File: config.mk
export PLATFORM = sky130hd
export DESIGN_NAME = peer_table_with_aging_unit
export DESIGN_NICKNAME = d
export VERILOG_FILES = /design/src/hdl/ptwa_pkg.sv /design/src/hdl/ptwa_ram.sv /design/src/hdl/ptwa_ctrl.sv /design/src/hdl/ptwa_datapath.sv /design/src/hdl/peer_table_with_aging_unit.sv
export SDC_FILE = /design/constraint.sdc
export NUM_CORES = 1
export LEC_CHECK = 0
export ABC_AREA = 1
export BUFFER_PORTS_ARGS = -buffer_cell sky130_fd_sc_hd__buf_4
export CAP_MARGIN = 20
export CORE_UTILIZATION = 35
export DETAILED_ROUTE_END_ITERATION = 6
export GPL_TIMING_DRIVEN = 1
export HOLD_SLACK_MARGIN = 0.08
export PLACE_DENSITY = 0.63
export SETUP_SLACK_MARGIN = 0.5
export SLEW_MARGIN = 20
export SYNTH_ARGS = -nofsm -noshare
export SYNTH_HDL_FRONTEND = slang
export SYNTH_SLANG_ARGS = --single-unit
export TNS_END_PERCENT = 30
File: constraint.sdc
create_clock -name clk_i -period 6.7 [get_ports clk_i]
set_clock_uncertainty 0.1 [all_clocks]
set_input_delay 0.67 -clock clk_i [delete_from_list [all_inputs] [get_ports clk_i]]
set_output_delay 0.67 -clock clk_i [all_outputs]
set_load 0.02 [all_outputs]
File: src/hdl/ptwa_pkg.sv
// ----------------------------------------------------------------------------
// Peer table with aging: shared package
// Widths, action and status codes, reset constants and the command and
// status bundles that join the controller and the datapath.
// ----------------------------------------------------------------------------
`default_nettype none

package ptwa_pkg;

  localparam int TABLE_SIZE_DEF = 8;

  localparam int ACT_W    = 3;
  localparam int STATUS_W = 3;
  localparam int SLOT_W   = 3;
  localparam int MAC_W    = 48;
  localparam int ID_W     = 8;
  localparam int TIME_W   = 32;
  localparam int CNT_W    = 4;

  localparam logic [TIME_W-1:0] TIMEOUT_RST = 32'd5000;

  // Action codes.
  localparam logic [ACT_W-1:0] ACT_FRAME    = 3'd0;
  localparam logic [ACT_W-1:0] ACT_REGISTER = 3'd1;
  localparam logic [ACT_W-1:0] ACT_LOOKUP   = 3'd2;
  localparam logic [ACT_W-1:0] ACT_QUERY    = 3'd3;
  localparam logic [ACT_W-1:0] ACT_SWEEP    = 3'd4;
  localparam logic [ACT_W-1:0] ACT_FIRST    = 3'd5;

  // Status codes.
  localparam logic [STATUS_W-1:0] ST_OK_EXIST = 3'd0;
  localparam logic [STATUS_W-1:0] ST_OK_NEW   = 3'd1;
  localparam logic [STATUS_W-1:0] ST_BAD_LEN  = 3'd2;
  localparam logic [STATUS_W-1:0] ST_BAD_ID   = 3'd3;
  localparam logic [STATUS_W-1:0] ST_FULL     = 3'd4;
  localparam logic [STATUS_W-1:0] ST_NOT_FOUND = 3'd5;

  typedef struct packed {
    logic start;
    logic scan;
    logic commit;
  } cmd_t;

  typedef struct packed {
    logic scan_done;
  } sts_t;

endpackage

`default_nettype wire

File: src/hdl/ptwa_ram.sv
// ----------------------------------------------------------------------------
// Peer table with aging: generic RAM
// One write port and one read port with registered read data.
// ----------------------------------------------------------------------------
`default_nettype none

module ptwa_ram #(
  parameter int Width = 8,
  parameter int Depth = 8
) (
  input  wire logic                                  clk_i,
  input  wire logic                                  we_i,
  input  wire logic [((Depth > 1) ? $clog2(Depth) : 1)-1:0] waddr_i,
  input  wire logic [Width-1:0]                      wdata_i,
  input  wire logic                                  re_i,
  input  wire logic [((Depth > 1) ? $clog2(Depth) : 1)-1:0] raddr_i,
  output logic      [Width-1:0]                      rdata_o
);

  logic [Width-1:0] mem_q [Depth];

  always_ff @(posedge clk_i) begin
    if (we_i) begin
      mem_q[waddr_i] <= wdata_i;
    end
    if (re_i) begin
      rdata_o <= mem_q[raddr_i];
    end
  end

endmodule

`default_nettype wire

File: src/hdl/ptwa_ctrl.sv
// ----------------------------------------------------------------------------
// Peer table with aging: controller
// Sequences one item through scan, commit and result hand-off.
// ----------------------------------------------------------------------------
`default_nettype none

module ptwa_ctrl import ptwa_pkg::*; (
  input  wire logic clk_i,
  input  wire logic rst_ni,
  input  wire logic in_valid_i,
  output logic      in_stall_o,
  output logic      out_valid_o,
  input  wire logic out_stall_i,
  input  wire sts_t sts_i,
  output cmd_t      cmd_o
);

  localparam logic [1:0] S_IDLE   = 2'd0;
  localparam logic [1:0] S_SCAN   = 2'd1;
  localparam logic [1:0] S_COMMIT = 2'd2;
  localparam logic [1:0] S_HOLD   = 2'd3;

  logic [1:0] state_q, state_d;

  always_comb begin
    state_d = state_q;
    unique case (state_q)
      S_IDLE: begin
        if (in_valid_i) state_d = S_SCAN;
      end
      S_SCAN: begin
        if (sts_i.scan_done) state_d = S_COMMIT;
      end
      S_COMMIT: begin
        state_d = S_HOLD;
      end
      S_HOLD: begin
        if (!out_stall_i) state_d = S_IDLE;
      end
      default: begin
        state_d = S_IDLE;
      end
    endcase
  end

  always_ff @(posedge clk_i or negedge rst_ni) begin
    if (!rst_ni) begin
      state_q <= S_IDLE;
    end else begin
      state_q <= state_d;
    end
  end

  assign cmd_o.start  = (state_q == S_IDLE) && in_valid_i;
  assign cmd_o.scan   = (state_q == S_SCAN);
  assign cmd_o.commit = (state_q == S_COMMIT);
  assign in_stall_o   = (state_q != S_IDLE);
  assign out_valid_o  = (state_q == S_HOLD);

endmodule

`default_nettype wire

File: src/hdl/ptwa_datapath.sv
// ----------------------------------------------------------------------------
// Peer table with aging: datapath
// Slot RAM, per-slot valid bits, the scan compare stage and the result
// register.
// ----------------------------------------------------------------------------
`default_nettype none

module ptwa_datapath import ptwa_pkg::*; #(
  parameter int TableSize = TABLE_SIZE_DEF
) (
  input  wire logic                clk_i,
  input  wire logic                rst_ni,
  input  wire cmd_t                cmd_i,
  output sts_t                     sts_o,
  input  wire logic                cfg_we_i,
  input  wire logic [TIME_W-1:0]   cfg_wdata_i,
  input  wire logic [ACT_W-1:0]    action_i,
  input  wire logic [MAC_W-1:0]    peer_mac_i,
  input  wire logic [ID_W-1:0]     node_id_i,
  input  wire logic                length_ok_i,
  input  wire logic [TIME_W-1:0]   now_ms_i,
  output logic      [STATUS_W-1:0] status_o,
  output logic      [SLOT_W-1:0]   slot_o,
  output logic      [MAC_W-1:0]    mac_out_o,
  output logic      [ID_W-1:0]     id_out_o,
  output logic                     connected_o,
  output logic      [CNT_W-1:0]    removed_count_o,
  output logic      [CNT_W-1:0]    peer_count_o
);

  localparam int AW = (TableSize > 1) ? $clog2(TableSize) : 1;
  localparam int CW = $clog2(TableSize + 1);
  localparam int EW = MAC_W + ID_W + TIME_W;

  // Item registers.
  logic [ACT_W-1:0]  act_q;
  logic [MAC_W-1:0]  mac_q;
  logic [ID_W-1:0]   id_q;
  logic              len_ok_q;
  logic [TIME_W-1:0] now_q;

  logic [TIME_W-1:0]    timeout_q;
  logic [TableSize-1:0] valid_q;
  logic [CW-1:0]        count_q;
  logic [CW-1:0]        scan_cnt_q;
  logic                 cmp_en_q;
  logic [AW-1:0]        cmp_idx_q;
  logic [CW-1:0]        removed_q;

  logic              hit_found_q;
  logic [AW-1:0]     hit_idx_q;
  logic [MAC_W-1:0]  hit_mac_q;
  logic [ID_W-1:0]   hit_id_q;
  logic [TIME_W-1:0] hit_last_q;
  logic              hit_conn_q;
  logic              free_found_q;
  logic [AW-1:0]     free_idx_q;

  // Slot RAM.
  logic          rd_en;
  logic          ram_we;
  logic [AW-1:0] ram_waddr;
  logic [EW-1:0] ram_wdata;
  logic [EW-1:0] ram_rdata;

  assign rd_en = cmd_i.scan && (scan_cnt_q != CW'(TableSize));
  assign sts_o.scan_done = (scan_cnt_q == CW'(TableSize));

  ptwa_ram #(
    .Width (EW),
    .Depth (TableSize)
  ) u_ram (
    .clk_i   (clk_i),
    .we_i    (ram_we),
    .waddr_i (ram_waddr),
    .wdata_i (ram_wdata),
    .re_i    (rd_en),
    .raddr_i (scan_cnt_q[AW-1:0]),
    .rdata_o (ram_rdata)
  );

  // Compare stage: one slot per cycle, working on the slot read in the cycle before.
  logic [MAC_W-1:0]  rd_mac;
  logic [ID_W-1:0]   rd_id;
  logic [TIME_W-1:0] rd_last;
  logic [TIME_W-1:0] age;
  logic              cur_valid;
  logic              heard;
  logic              hit_cond;
  logic              stale;
  logic              take_hit;
  logic              take_free;

  assign rd_mac    = ram_rdata[EW-1 -: MAC_W];
  assign rd_id     = ram_rdata[TIME_W +: ID_W];
  assign rd_last   = ram_rdata[TIME_W-1:0];
  assign cur_valid = valid_q[cmp_idx_q];
  assign heard     = (rd_last != '0);
  assign age       = now_q - rd_last;

  always_comb begin
    case (act_q) inside
      ACT_FRAME, ACT_REGISTER: hit_cond = cur_valid && (rd_mac == mac_q);
      ACT_LOOKUP, ACT_QUERY:   hit_cond = cur_valid && (rd_id == id_q);
      ACT_FIRST:               hit_cond = cur_valid && heard;
      default:                 hit_cond = 1'b0;
    endcase
  end

  assign stale     = cmp_en_q && (act_q == ACT_SWEEP) && cur_valid &&
                     (!heard || (age > timeout_q));
  assign take_hit  = cmp_en_q && hit_cond && !hit_found_q;
  assign take_free = cmp_en_q && !cur_valid && !free_found_q;

  // Commit decision once the scan has seen every slot.
  logic                id_ok;
  logic                learn;
  logic                do_write;
  logic                res_hit;
  logic [STATUS_W-1:0] res_status;
  logic [AW-1:0]       res_idx;
  logic [MAC_W-1:0]    res_mac;
  logic [ID_W-1:0]     res_id;
  logic                res_conn;
  logic [CW-1:0]       count_next;

  assign id_ok = (id_q < ID_W'(TableSize));

  always_comb begin
    learn      = 1'b0;
    do_write   = 1'b0;
    res_hit    = 1'b0;
    res_status = ST_NOT_FOUND;
    res_mac    = hit_mac_q;
    res_id     = hit_id_q;
    ram_wdata  = {hit_mac_q, hit_id_q, now_q};
    case (act_q) inside
      ACT_FRAME: begin
        if (!len_ok_q) begin
          res_status = ST_BAD_LEN;
        end else if (hit_found_q) begin
          res_status = ST_OK_EXIST;
          res_hit    = 1'b1;
          do_write   = 1'b1;
        end else if (!id_ok) begin
          res_status = ST_BAD_ID;
        end else if (free_found_q) begin
          res_status = ST_OK_NEW;
          res_hit    = 1'b1;
          learn      = 1'b1;
          do_write   = 1'b1;
          res_mac    = mac_q;
          res_id     = id_q;
          ram_wdata  = {mac_q, id_q, now_q};
        end else begin
          res_status = ST_FULL;
        end
      end
      ACT_REGISTER: begin
        if (!id_ok) begin
          res_status = ST_BAD_ID;
        end else if (hit_found_q) begin
          res_status = ST_OK_EXIST;
          res_hit    = 1'b1;
          do_write   = 1'b1;
          res_id     = id_q;
          ram_wdata  = {hit_mac_q, id_q, hit_last_q};
        end else if (free_found_q) begin
          // A registered peer starts out as never heard.
          res_status = ST_OK_NEW;
          res_hit    = 1'b1;
          learn      = 1'b1;
          do_write   = 1'b1;
          res_mac    = mac_q;
          res_id     = id_q;
          ram_wdata  = {mac_q, id_q, {TIME_W{1'b0}}};
        end else begin
          res_status = ST_FULL;
        end
      end
      ACT_LOOKUP, ACT_QUERY, ACT_FIRST: begin
        res_hit    = hit_found_q;
        res_status = hit_found_q ? ST_OK_EXIST : ST_NOT_FOUND;
      end
      ACT_SWEEP: begin
        res_status = ST_OK_EXIST;
      end
      default: begin
        res_status = ST_NOT_FOUND;
      end
    endcase
  end

  assign res_idx    = learn ? free_idx_q : hit_idx_q;
  assign res_conn   = (act_q == ACT_QUERY) && hit_found_q && hit_conn_q;
  assign ram_we     = cmd_i.commit && do_write;
  assign ram_waddr  = res_idx;
  assign count_next = count_q + CW'(learn);

  // Control state.
  always_ff @(posedge clk_i or negedge rst_ni) begin
    if (!rst_ni) begin
      timeout_q    <= TIMEOUT_RST;
      valid_q      <= '0;
      count_q      <= '0;
      scan_cnt_q   <= '0;
      cmp_en_q     <= 1'b0;
      removed_q    <= '0;
      hit_found_q  <= 1'b0;
      free_found_q <= 1'b0;
    end else begin
      if (cfg_we_i) begin
        timeout_q <= cfg_wdata_i;
      end
      cmp_en_q <= rd_en;
      if (cmd_i.start) begin
        scan_cnt_q   <= '0;
        removed_q    <= '0;
        hit_found_q  <= 1'b0;
        free_found_q <= 1'b0;
      end
      if (rd_en) begin
        scan_cnt_q <= scan_cnt_q + 1'b1;
      end
      if (take_hit) begin
        hit_found_q <= 1'b1;
      end
      if (take_free) begin
        free_found_q <= 1'b1;
      end
      // Aged-out slots only lose their valid bit; the RAM entry is dead.
      if (stale) begin
        valid_q[cmp_idx_q] <= 1'b0;
        count_q            <= count_q - 1'b1;
        removed_q          <= removed_q + 1'b1;
      end
      if (cmd_i.commit && learn) begin
        valid_q[free_idx_q] <= 1'b1;
        count_q             <= count_next;
      end
    end
  end

  // Payload registers.
  always_ff @(posedge clk_i) begin
    if (cmd_i.start) begin
      act_q    <= action_i;
      mac_q    <= peer_mac_i;
      id_q     <= node_id_i;
      len_ok_q <= length_ok_i;
      now_q    <= now_ms_i;
    end
    if (rd_en) begin
      cmp_idx_q <= scan_cnt_q[AW-1:0];
    end
    if (take_hit) begin
      hit_idx_q  <= cmp_idx_q;
      hit_mac_q  <= rd_mac;
      hit_id_q   <= rd_id;
      hit_last_q <= rd_last;
      hit_conn_q <= heard && (age < timeout_q);
    end
    if (take_free) begin
      free_idx_q <= cmp_idx_q;
    end
    if (cmd_i.commit) begin
      status_o        <= res_status;
      slot_o          <= res_hit ? SLOT_W'(res_idx) : '0;
      mac_out_o       <= res_hit ? res_mac : '0;
      id_out_o        <= res_hit ? res_id : '0;
      connected_o     <= res_conn;
      removed_count_o <= CNT_W'(removed_q);
      peer_count_o    <= CNT_W'(count_next);
    end
  end

endmodule

`default_nettype wire

File: src/hdl/peer_table_with_aging_unit.sv
// ----------------------------------------------------------------------------
// Peer table with aging: top level
// A peer table of TABLE_SIZE slots keyed by 48-bit MAC or by node id; each
// item is a frame, register, lookup, connection query, age sweep or
// first-active request and yields exactly one result item. An accepted item
// is scanned one slot per cycle through the single read port of the slot
// RAM. The scan then lets the last read data reach the compare stage, and
// the commit state registers the result. The result is offered on
// out_valid_o and can be taken in the cycle it is first offered. The block
// takes the next item in the cycle after its result has been taken. The
// aging timeout is written through cfg_we_i and cfg_wdata_i; the user must
// write it only while the block is idle, as the block does not enforce it.
// ----------------------------------------------------------------------------
`default_nettype none

module peer_table_with_aging_unit import ptwa_pkg::*; #(
  parameter int TABLE_SIZE = TABLE_SIZE_DEF
) (
  input  wire logic                clk_i,
  input  wire logic                rst_ni,
  input  wire logic                cfg_we_i,
  input  wire logic [TIME_W-1:0]   cfg_wdata_i,
  input  wire logic                in_valid_i,
  output logic                     in_stall_o,
  input  wire logic [ACT_W-1:0]    action_i,
  input  wire logic [MAC_W-1:0]    peer_mac_i,
  input  wire logic [ID_W-1:0]     node_id_i,
  input  wire logic                length_ok_i,
  input  wire logic [TIME_W-1:0]   now_ms_i,
  output logic                     out_valid_o,
  input  wire logic                out_stall_i,
  output logic      [STATUS_W-1:0] status_o,
  output logic      [SLOT_W-1:0]   slot_o,
  output logic      [MAC_W-1:0]    mac_out_o,
  output logic      [ID_W-1:0]     id_out_o,
  output logic                     connected_o,
  output logic      [CNT_W-1:0]    removed_count_o,
  output logic      [CNT_W-1:0]    peer_count_o
);

  cmd_t cmd;
  sts_t sts;

  ptwa_ctrl u_ctrl (
    .clk_i       (clk_i),
    .rst_ni      (rst_ni),
    .in_valid_i  (in_valid_i),
    .in_stall_o  (in_stall_o),
    .out_valid_o (out_valid_o),
    .out_stall_i (out_stall_i),
    .sts_i       (sts),
    .cmd_o       (cmd)
  );

  ptwa_datapath #(
    .TableSize (TABLE_SIZE)
  ) u_dp (
    .clk_i           (clk_i),
    .rst_ni          (rst_ni),
    .cmd_i           (cmd),
    .sts_o           (sts),
    .cfg_we_i        (cfg_we_i),
    .cfg_wdata_i     (cfg_wdata_i),
    .action_i        (action_i),
    .peer_mac_i      (peer_mac_i),
    .node_id_i       (node_id_i),
    .length_ok_i     (length_ok_i),
    .now_ms_i        (now_ms_i),
    .status_o        (status_o),
    .slot_o          (slot_o),
    .mac_out_o       (mac_out_o),
    .id_out_o        (id_out_o),
    .connected_o     (connected_o),
    .removed_count_o (removed_count_o),
    .peer_count_o    (peer_count_o)
  );

endmodule

`default_nettype wire

# Word level (Yosys, flattened, before mapping)
# Memories as Yosys holds them, arrays and structs flattened. A register that Yosys moved wholly into a read port is not among the register bits.
# Index checks and enable logic that the tools add are counted.
[totals]
reg_bits = 318
ramBits = 704
output_inout_bits = 73
word_cells = 175
n_memories = 1
[memory_table]
columns = ["name", "words", "word_bits", "rd", "rd_clocked_by_memory_dff", "wr", "line", "text"]
rows = [
  ["u_dp.u_ram.mem_q", 8, 88, 1, 1, 1, "ptwa_ram.sv:20", "logic [Width-1:0] mem_q [Depth];"],
]
[op_classes]
addsub = 5
magnitude_cmp = 7
n_eq_ne = 15
muxes = 79
n_bitwise = 3
n_reduce_logical = 37
[ops]
columns = ["operator", "count"]
rows = [
  ["$mux 88", 9],
  ["$mux 48", 8],
  ["$mux 8", 10],
  ["$eq 48x48->1", 1],
  ["$mux 3", 12],
  ["$gt 32x32->1", 1],
  ["$lt 32x32->1", 1],
  ["$reduce_bool 32->1", 1],
  ["$sub 32x32->32", 1],
  ["$mux 1", 28],
  ["$mux 4", 5],
  ["$logic_and 1x1->1", 19],
  ["$reduce_bool 2->1", 6],
  ["$add 4x1->4 const B", 2],
  ["$and 8x8->8", 1],
  ["$eq 8x8->1", 1],
  ["$lt 3x4->1 const B", 2],
  ["$lt 8x4->1 const B", 1],
  ["$not 8->8", 1],
  ["$or 8x8->8", 1],
  ["$pmux 2 s4", 1],
  ["$demux 1 s3", 2],
  ["$eq 3x2->1 const B", 2],
  ["$eq 3x3->1 const B", 2],
  ["other kinds (18)", 28],
]

# Longest topological paths before layout
# Gate-level depths: netlist of the first run.
[depth]
ltp_word = 9
depth_mapped = 27
depth_no_buf = 27

# Modules after synthesis
# A second synthesis of the first run with hierarchy kept.
[hier_totals]
cells_unflattened = 4933
area_unflattened_um2 = 50465.9
[modules_own_cells]
columns = ["module", "n_inst", "cells_each", "area_per_inst_um2", "seq_area_each_um2"]
rows = [
  ["ptwa_ram", 1, 3147, 33208.1, 23782.8],
  ["ptwa_datapath", 1, 1759, 17051.4, 9220.1],
  ["ptwa_ctrl", 1, 27, 206.4, 50.0],
]

# Worst setup path before layout of the first run
# OpenSTA, ideal clock, no wires.
[synth_timing]
path_type = "reg-to-reg"
start = "register u_ctrl.state_q[0]"
end = "memory u_dp.u_ram.mem_q[2][0] (netlist name) (enable)"
setup_ns = 0.536
arrival_time_ns = 6.624
setup_slack_ns = -0.560
stages_incl_launch_ff = 7
n_path_buf = 0
cell_sequence = "dfrtp_1 -> inv_1 -> ha_1 -> inv_1 -> a21oi_1 -> nand2_1 -> nor2_1"
[synth_via]
elab_chain_cells = 4
[synth_rtl]
columns = ["element", "line", "text"]
rows = [
  ["start, declared", "ptwa_ctrl.sv:23", "logic [1:0] state_q, state_d;"],
  ["start signal, assigned", "ptwa_ctrl.sv:50", "state_q <= state_d;"],
  ["$eq 2x2->1", "ptwa_ctrl.sv:56", "assign cmd_o.commit = (state_q == S_COMMIT);"],
  ["$logic_and 1x1->1", "ptwa_datapath.sv:196", "assign ram_we = cmd_i.commit && do_write;"],
  ["$mux 1", "ptwa_ram.sv:23", "if (we_i) begin"],
  ["$mux 1 (not written as such)", "ptwa_ram.sv:24", "mem_q[waddr_i] <= wdata_i;"],
  ["end, declared", "ptwa_ram.sv:20", ""],
]
# Every way passes these cells.

# Final worst setup path of the first run
[layout_timing]
start = "register u_dp.id_q[5]"
end = "memory u_dp.u_ram.mem_q[4][70] (netlist name) (enable)"
[layout_via]
elab_chain_cells = 8
[layout_rtl]
columns = ["element", "line", "text"]
rows = [
  ["start, declared", "ptwa_datapath.sv:38", "logic [ID_W-1:0] id_q;"],
  ["start signal, assigned", "ptwa_datapath.sv:249", "id_q <= node_id_i;"],
  ["$lt 8x4->1 (*)", "ptwa_datapath.sv:127", "assign id_ok = (id_q < ID_W'(TableSize));"],
  ["$mux 1", "ptwa_datapath.sv:145", "end else if (!id_ok) begin"],
  ["$mux 1", "ptwa_datapath.sv:141", "end else if (hit_found_q) begin"],
  ["$mux 1", "ptwa_datapath.sv:139", "if (!len_ok_q) begin"],
  ["$mux 1", "ptwa_datapath.sv:137", "case (act_q) inside"],
  ["$logic_and 1x1->1", "ptwa_datapath.sv:196", ""],
  ["$mux 1", "ptwa_ram.sv:23", ""],
  ["$mux 1 (not written as such)", "ptwa_ram.sv:24", ""],
]
# Mark *: on every way between the ends. The rest lies on a longest branch, timed or not.

==> results of run 1 <==
==> worst max path at each step <==
stage / from / to / slack [ns] / depth (start not counted)
3_3_place_gp: u_dp.id_q[4] / u_dp.u_ram.mem_q[4][76] / 2.06 / 11
4_1_cts: u_dp.id_q[5] / u_dp.u_ram.mem_q[4][57] / 2.03 / 11
5_1_grt: u_dp.id_q[5] / u_dp.u_ram.mem_q[4][57] / 1.74 / 11
3_5_place_dp: u_dp.id_q[4] / u_dp.u_ram.mem_q[4][76] / 2.03 / 11
2_1_floorplan: u_ctrl.state_q[0] / u_dp.u_ram.mem_q[2][0] / -0.56 / 6
6_report: u_dp.id_q[5] / u_dp.u_ram.mem_q[4][70] / 1.99 / 11
==> placed cells by master, fill, tap and decap left out, drive strengths merged <==
master | Yosys | layout
edfxtp | 1053 | 1053
nor2 | 743 | 743
o21ai | 432 | 432
nand2 | 415 | 415
buf | 52 | 235
inv | 167 | 167
clkbuf | 118 | 135
dlygate4sd3 | 0 | 116
a21oi | 107 | 107
o22ai | 91 | 91
a31oi | 89 | 89
ha | 74 | 74
nand3 | 57 | 57
dfrtp | 52 | 52
clkinv | 0 | 46
xnor2 | 41 | 41
xor2 | 37 | 37
a32o | 31 | 31
nor3 | 30 | 30
nand4 | 28 | 28
o21bai | 5 | 5
a21o | 5 | 5
bufinv | 0 | 5
dfstp | 5 | 5
o21a | 4 | 4
a21boi | 3 | 3
a211oi | 3 | 3
clkinvlp | 0 | 3
o211ai | 2 | 2
nand3b | 1 | 1
a22o | 1 | 1
mux2 | 1 | 1
fa | 1 | 1
==> worst max-delay path: stages (launching register included) <==
cell and delay, ns:
edfxtp_1 0.41, nor2_1 0.14, nand3_2 0.20, nor2_4 0.12
buf_4 0.34, inv_1 0.08, nor2_1 0.27, inv_1 0.53
a21oi_1 0.56, nand2_1 0.35, nor2_4 0.61, buf_4 0.58
==> state kept, by name (all words and copies together), names as in the netlist, 4 cells and up <==
| name | count |
|---|---|
| u_dp.count_q | 4 |
| u_dp.hit_id_q | 8 |
| u_dp.hit_last_q | 32 |
| u_dp.hit_mac_q | 48 |
| u_dp.id_out_o | 8 |
| u_dp.id_q | 8 |
| u_dp.mac_out_o | 48 |
| u_dp.mac_q | 48 |
| u_dp.now_q | 32 |
| u_dp.peer_count_o | 4 |
| u_dp.removed_count_o | 4 |
| u_dp.removed_q | 4 |
| u_dp.scan_cnt_q | 4 |
| u_dp.timeout_q | 32 |
| u_dp.u_ram.mem_q | 704 |
| u_dp.u_ram.rdata_o | 88 |
| u_dp.valid_q | 8 |
==> what timing repair did <==
item	CTS	global route
hold buffers	116	0
hold endpoints to repair	125	0
setup buffers	0	0
==> synth_stat cells, drive strengths merged <==
master  number  area, sq um
a211oi       3         22.5
a21boi       3         22.5
a21o         5         37.5
a21oi      107          536
a22o         1         8.76
a31oi       89          557
a32o        31          310
buf         52          236
clkbuf     118          443
dfrtp       52         1300
dfstp        5          131
edfxtp    1053        31600
fa           1         20.0
ha          74          926
inv        167          627
mux2         1         11.3
nand2      415         1560
nand3       57          295
nand3b       1         7.51
nand4       28          175
nor2       743         2800
nor3        30          155
o211ai       2         15.0
o21a         4         30.0
o21ai      432         2170
o21bai       5         37.5
o22ai       91          569
xnor2       41          359
xor2        37          324
==> stage by stage <==
step / util, % / setup TNS (ns)
3_5_place_dp: 38.1 / 0
2_1_floorplan: - / -389.74
6_report: 41.5 / 0
5_1_grt: 41.5 / 0
4_1_cts: 41.5 / 0
3_3_place_gp: 38.1 / 0
==> cell type report <==
type	count	share of cell area, %
Clock buffer	135	5.29
Inverter	167	1.22
Tap cell	1729	4.07
Timing Repair Buffer	351	5.64
Multi-Input combinational cell	2201	20.8
Sequential cell	1110	62.2
Clock inverter	54	0.861
==> cell families (layout without fill, tap and decap cells) <==
| group | after synthesis | count (layout) |
|---|---|---|
| DFF | 1110 | 1110 |
| and+or+nand+nor | 1274 | 1274 |
| xor gates and xnor gates | 78 | 78 |
| AOI/OAI and AO/OA | 773 | 773 |
| adders and majority gates | 75 | 75 |
| buffers and inverters | 337 | 707 |
| muxes | 1 | 1 |
==> per-layer routing <==
layer	wire length, um	share of wire (%)	track usage, %
met1	53300	47	25.2
met4	2470	2.2	4.62
met5	0	0	0
met3	7470	6.5	2.66
met2	51100	45	26.2
==> report_power, final <==
part | switching, mW | total [mW] | internal (mW) | leakage, nW
Combinational | 3.80 | 5.67 | 1.86 | 6.90
Sequential | 0.585 | 9.14 | 8.55 | 10.3
Clock | 2.58 | 5.73 | 3.16 | 1.59
Total | 6.97 | 20.5 | 13.6 | 18.8
==> impl_metrics.toml, run 1 <==
[logic_synthesis]
syn_nets = 3852
synth_compound_area_share_pct = 9.53
synthSimpleGateAreaFrac_pct = 11.0
synth_xor_area_share_pct = 1.51
ys_ff_latch = 1110
post_synth_num_cell_types = 38
synth_top_family_by_area = "simple AND/OR/NAND/NOR gates"
synthAdderAreaFrac_pct = 2.09
syn-cell-area_sq_um = 45300
avgSynthCellArea_sq_um = 12.4
ys_seq_area_share_pct = 72.9
synth_mux_area_share_pct = 0.0248
syn_inst = 3648
yosysWarnings = 0

[sta]
tightest_slew_ns = 1.06
finalSetupViolations = 0
fmax_ghz = 0.212
rsz0062_at_grt = "no"
fin_crit_ns = 4.71
hold_violations = 0
fin_ws_ns = 1.99
min_period_over_period_pct = 70.3
relSlewSlack_pct = 29.4
slew_viol_final = 0
hold_ws_ns = 0.123

[detailed_routing]
wl_per_cell_um = 19.9
route.detailed.drc = 0
detail_route.first_pass.iterations = 5
drtAntennaViolNets = 0
routed_wl_um = 114000
drt_iter0_markers = 2758
vias = 28958
via_per_inst = 5.04

[setup_path]
startpoint_type = "flip-flop"
r2r_cells = 11
r2r-end = "u_dp.u_ram.mem_q[4][70]"
reg2reg_slack_ns = 1.99
worstPathMaxFanout = 34
cp.arrival_ns = 4.96
crit_type = "reg2reg"
reg2reg_from = "u_dp.id_q[5]"
worstSetupEndpointType = "flip-flop"
crit_required_ns = 6.95

[pwr]
p_total_mw = 20.5
leakage_nw = 18.8
ir_drop_mv = 0.341
pwr_density_cell_nw_per_um2 = 386

[outcome]
status = "completed"

[run]
cap_viol_max_count = 0

[placement]
placed_area_sq_um = 48700
portBuffers = 201
pre_cts_slack_ns = 2.03
dp.cells = 5442
finalWeightedCongestion = 0.915
dp_hpwl_um = 68700

[floorplan]
fp.dieW_um = 362
num_rows = 131
core_region_area_sq_um = 128000
dieArea_sq_um = 131000
die_h_um = 362
start_util_pct = 35.4
io_pins = 202

[clocking]
cts_sinks = 1110
clk_latency_ns = 0.72
clockBufferDepth = 3
cts-root-buf = "clkbuf_16"
cts_tree = "built"
cts_made_buffers = 105
path_clk_slew_ns = 0.06
cts_resized = 0
h-tree-depth = 3

[cells_and_area]
nFillCells = 11774
synthToLayoutAreaGrowth_pct = 17.4
seq_area_sq_um = 33100
fin_nets = 4140
drive_gt1_share_pct = 10.2
final_area_sq_um = 53200
multi_input_area_sq_um = 11000
fin_cells = 5747
diodes = 0

[hold_path]
hold_end = "u_dp.timeout_q[25]"
worstHoldStart = "cfg_wdata_i[25]"
hp-class = "in2reg"
holdPathStages = 3

[global_route]
grt_max_degree = 189
grt_overflow = 0
antenna_found_initial = 0
grt_pass1_wl_um = 172000
grt_pass1_vias = 27600
grt_usage_pct = 17.1
Note: power is estimated with default switching activity, not from simulation.
==> inputs of run 2 (changes only) <==
--- a/config.mk
+++ b/config.mk
@@ -12,7 +12,7 @@
 export DETAILED_ROUTE_END_ITERATION = 6
 export GPL_TIMING_DRIVEN = 1
 export HOLD_SLACK_MARGIN = 0.08
-export PLACE_DENSITY = 0.63
+export PLACE_DENSITY = 0.61
 export SETUP_SLACK_MARGIN = 0.5
 export SLEW_MARGIN = 20
 export SYNTH_ARGS = -nofsm -noshare
==> constraint.sdc (replaced) <==
create_clock -name clk_i -period 4.42 [get_ports clk_i]
set_clock_uncertainty 0.1 [all_clocks]
set_input_delay 0.442 -clock clk_i [delete_from_list [all_inputs] [get_ports clk_i]]
set_output_delay 0.442 -clock clk_i [all_outputs]
set_load 0.02 [all_outputs]
==> impl_metrics.toml, run 2 (synthesis gave the netlist of run 1 again) <==
[setup_path]
critical_path.cell_chain = "nor2_1, nand3_2, nor2_4, buf_4, nand2_1, o21ai_4, buf_4, nor2_1, a21oi_1"
critPathSlowestCell = "buf_4"
crit_required_ns = 4.74
cp.arrival_ns = 3.92
cp_slowest_stage_delay_ns = 0.68
worstPathMaxFanout = 52
startpoint_type = "flip-flop"
crit_type = "reg2reg"
worstSetupEndpointType = "flip-flop"

[sta]
rsz0062_at_grt = "yes"
min_period_over_period_pct = 81.4
fin_ws_ns = 0.822
relSlewSlack_pct = 26.9
setup-tns-final_ns = 0
hold_ws_ns = 0.127
slew_viol_final = 0
tightest_slew_ns = 1.09
finalSetupViolations = 0
fmax_ghz = 0.278
fin_crit_ns = 3.60
hold_violations = 0

[detailed_routing]
route.met3.wl_um = 7770
routed_wl_um = 118000
drt_iter0_markers = 2889
route.detailed.drc = 0
wl_per_cell_um = 20.3
detail_route.first_pass.iterations = 5
drtAntennaViolNets = 0
highest_layer = "met5"
dr_wl_met2_um = 53900
met1_length_um = 54400
via_per_inst = 5.04
vias = 29288

[hold_path]
hp-class = "in2async"

[cells_and_area]
diodes = 0
final_cell_mix = "edfxtp_1 (1053), nor2_1 (729), o21ai_0 (427), nand2_1 (410), buf_4 (239)"
top_regs = "u_dp.u_ram.mem_q (704), u_dp.u_ram.rdata_o (88)"
fin_nets = 4198
drive_gt1_share_pct = 11.0
fin_util_pct = 42.2
largest_reg_flops = 704
synthToLayoutAreaGrowth_pct = 19.1
top_register = "u_dp.u_ram.mem_q"
final_common_cell = "edfxtp_1"

[clocking]
cts_made_buffers = 111
clockBufferDepth = 3
h-tree-depth = 3
cts-root-buf = "clkbuf_16"
cts_sinks = 1110
path_clk_slew_ns = 0.06
cts_tree = "built"
clk_latency_ns = 0.72

[placement]
finalWeightedCongestion = 0.920
pre_cts_slack_ns = 0.516
portBuffers = 201
dp_hpwl_um = 69500

[run]
cap_viol_max_count = 0

[floorplan]
core_region_area_sq_um = 128000
dieArea_sq_um = 131000
io_pins = 202
num_rows = 131
start_util_pct = 35.4
die_h_um = 362
fp.dieW_um = 362

[pwr]
leakage_nw = 19.1
pwr_density_cell_nw_per_um2 = 584
ir_drop_mv = 0.440

[global_route]
grt_pass1_wl_um = 178000
grt_overflow = 0
grt_usage_pct = 17.8
grt_pass1_vias = 28443
grt_max_degree = 195
antenna_found_initial = 2

[outcome]
status = "completed"
-- run 2: cell count changes in the layout (fill, tap and decap cells not counted), moves of 3 or more --
cell           previous run  this run
buf_4                   229       239
dlygate4sd3_1           116       144
clkbuf_16               108       113
nand2_2                   1         4
nand2_1                 414       410
nor2_2                    0         3
nor2_1                  732       729
buf_12                    6        20
inv_6                     1         6
clkbuf_1                 26        33
-- run 2: power breakdown --
group          switching [mW]  leakage, nW  internal [mW]
clock network            3.96         1.65           4.98
logic                    5.94         7.17           2.96
registers               0.733         10.3           13.0
-- run 2: final timing paths --
kind                       slack (ns)                       to  cells after the start       startpoint
setup / recovery                 0.82  u_dp.u_ram.mem_q[7][87]                      9     u_dp.id_q[7]
hold / removal                   0.13        u_dp.timeout_q[6]                      2           rst_ni
setup reg to reg                 0.82  u_dp.u_ram.mem_q[7][87]                      9     u_dp.id_q[7]
hold reg to reg                  0.37          u_dp.valid_q[4]                      2  u_dp.valid_q[4]
max in group asynchronous        3.31       u_dp.scan_cnt_q[0]                      3           rst_ni
min in group clk_i               0.14        u_ctrl.state_q[1]                      5       in_valid_i
-- run 2: what timing repair did --
action / CTS / global route
hold buffers: 144 / 0
endpoints found under the setup margin: 4 / 17
resized for setup: 2 / 13
hold endpoints to repair: 171 / 0
buffers inserted: 0 / 4
pin swaps: 0 / 5
-- run 2: final cells by class --
type / count / area (sq um)
Fill cell: 11656 / 74000
Sequential cell: 1110 / 33100
Multi-Input combinational cell: 2201 / 11100
Timing Repair Buffer: 403 / 3640
Clock buffer: 146 / 2950
Tap cell: 1729 / 2160
Inverter: 167 / 652
Clock inverter: 57 / 457
-- run 2: worst max-delay path: cells and delay by family, from the launching register on --
family | cells | cell delay [ns]
flops | 1 | 0.43
buf+inv | 2 | 1.07
simple gates | 5 | 0.83
compound gates | 2 | 0.82
-- run 2: layer usage --
metal / global-route usage [%] / vias up
met2: 27.9 / 950
met5: 0 / -
met1: 25.9 / 14429
met3: 2.94 / 147
met4: 3.97 / 4
li1: - / 13758
-- run 2: through the flow --
stage               cells  cell area [sq um]  total power [mW]
CTS                  5809              53900              31.7
global route         5813              54000              33.3
global placement     5462              49100              22.5
floorplan            3648              45400              19.5
detailed placement   5462              49100              22.6
finish               5813              54000              31.5
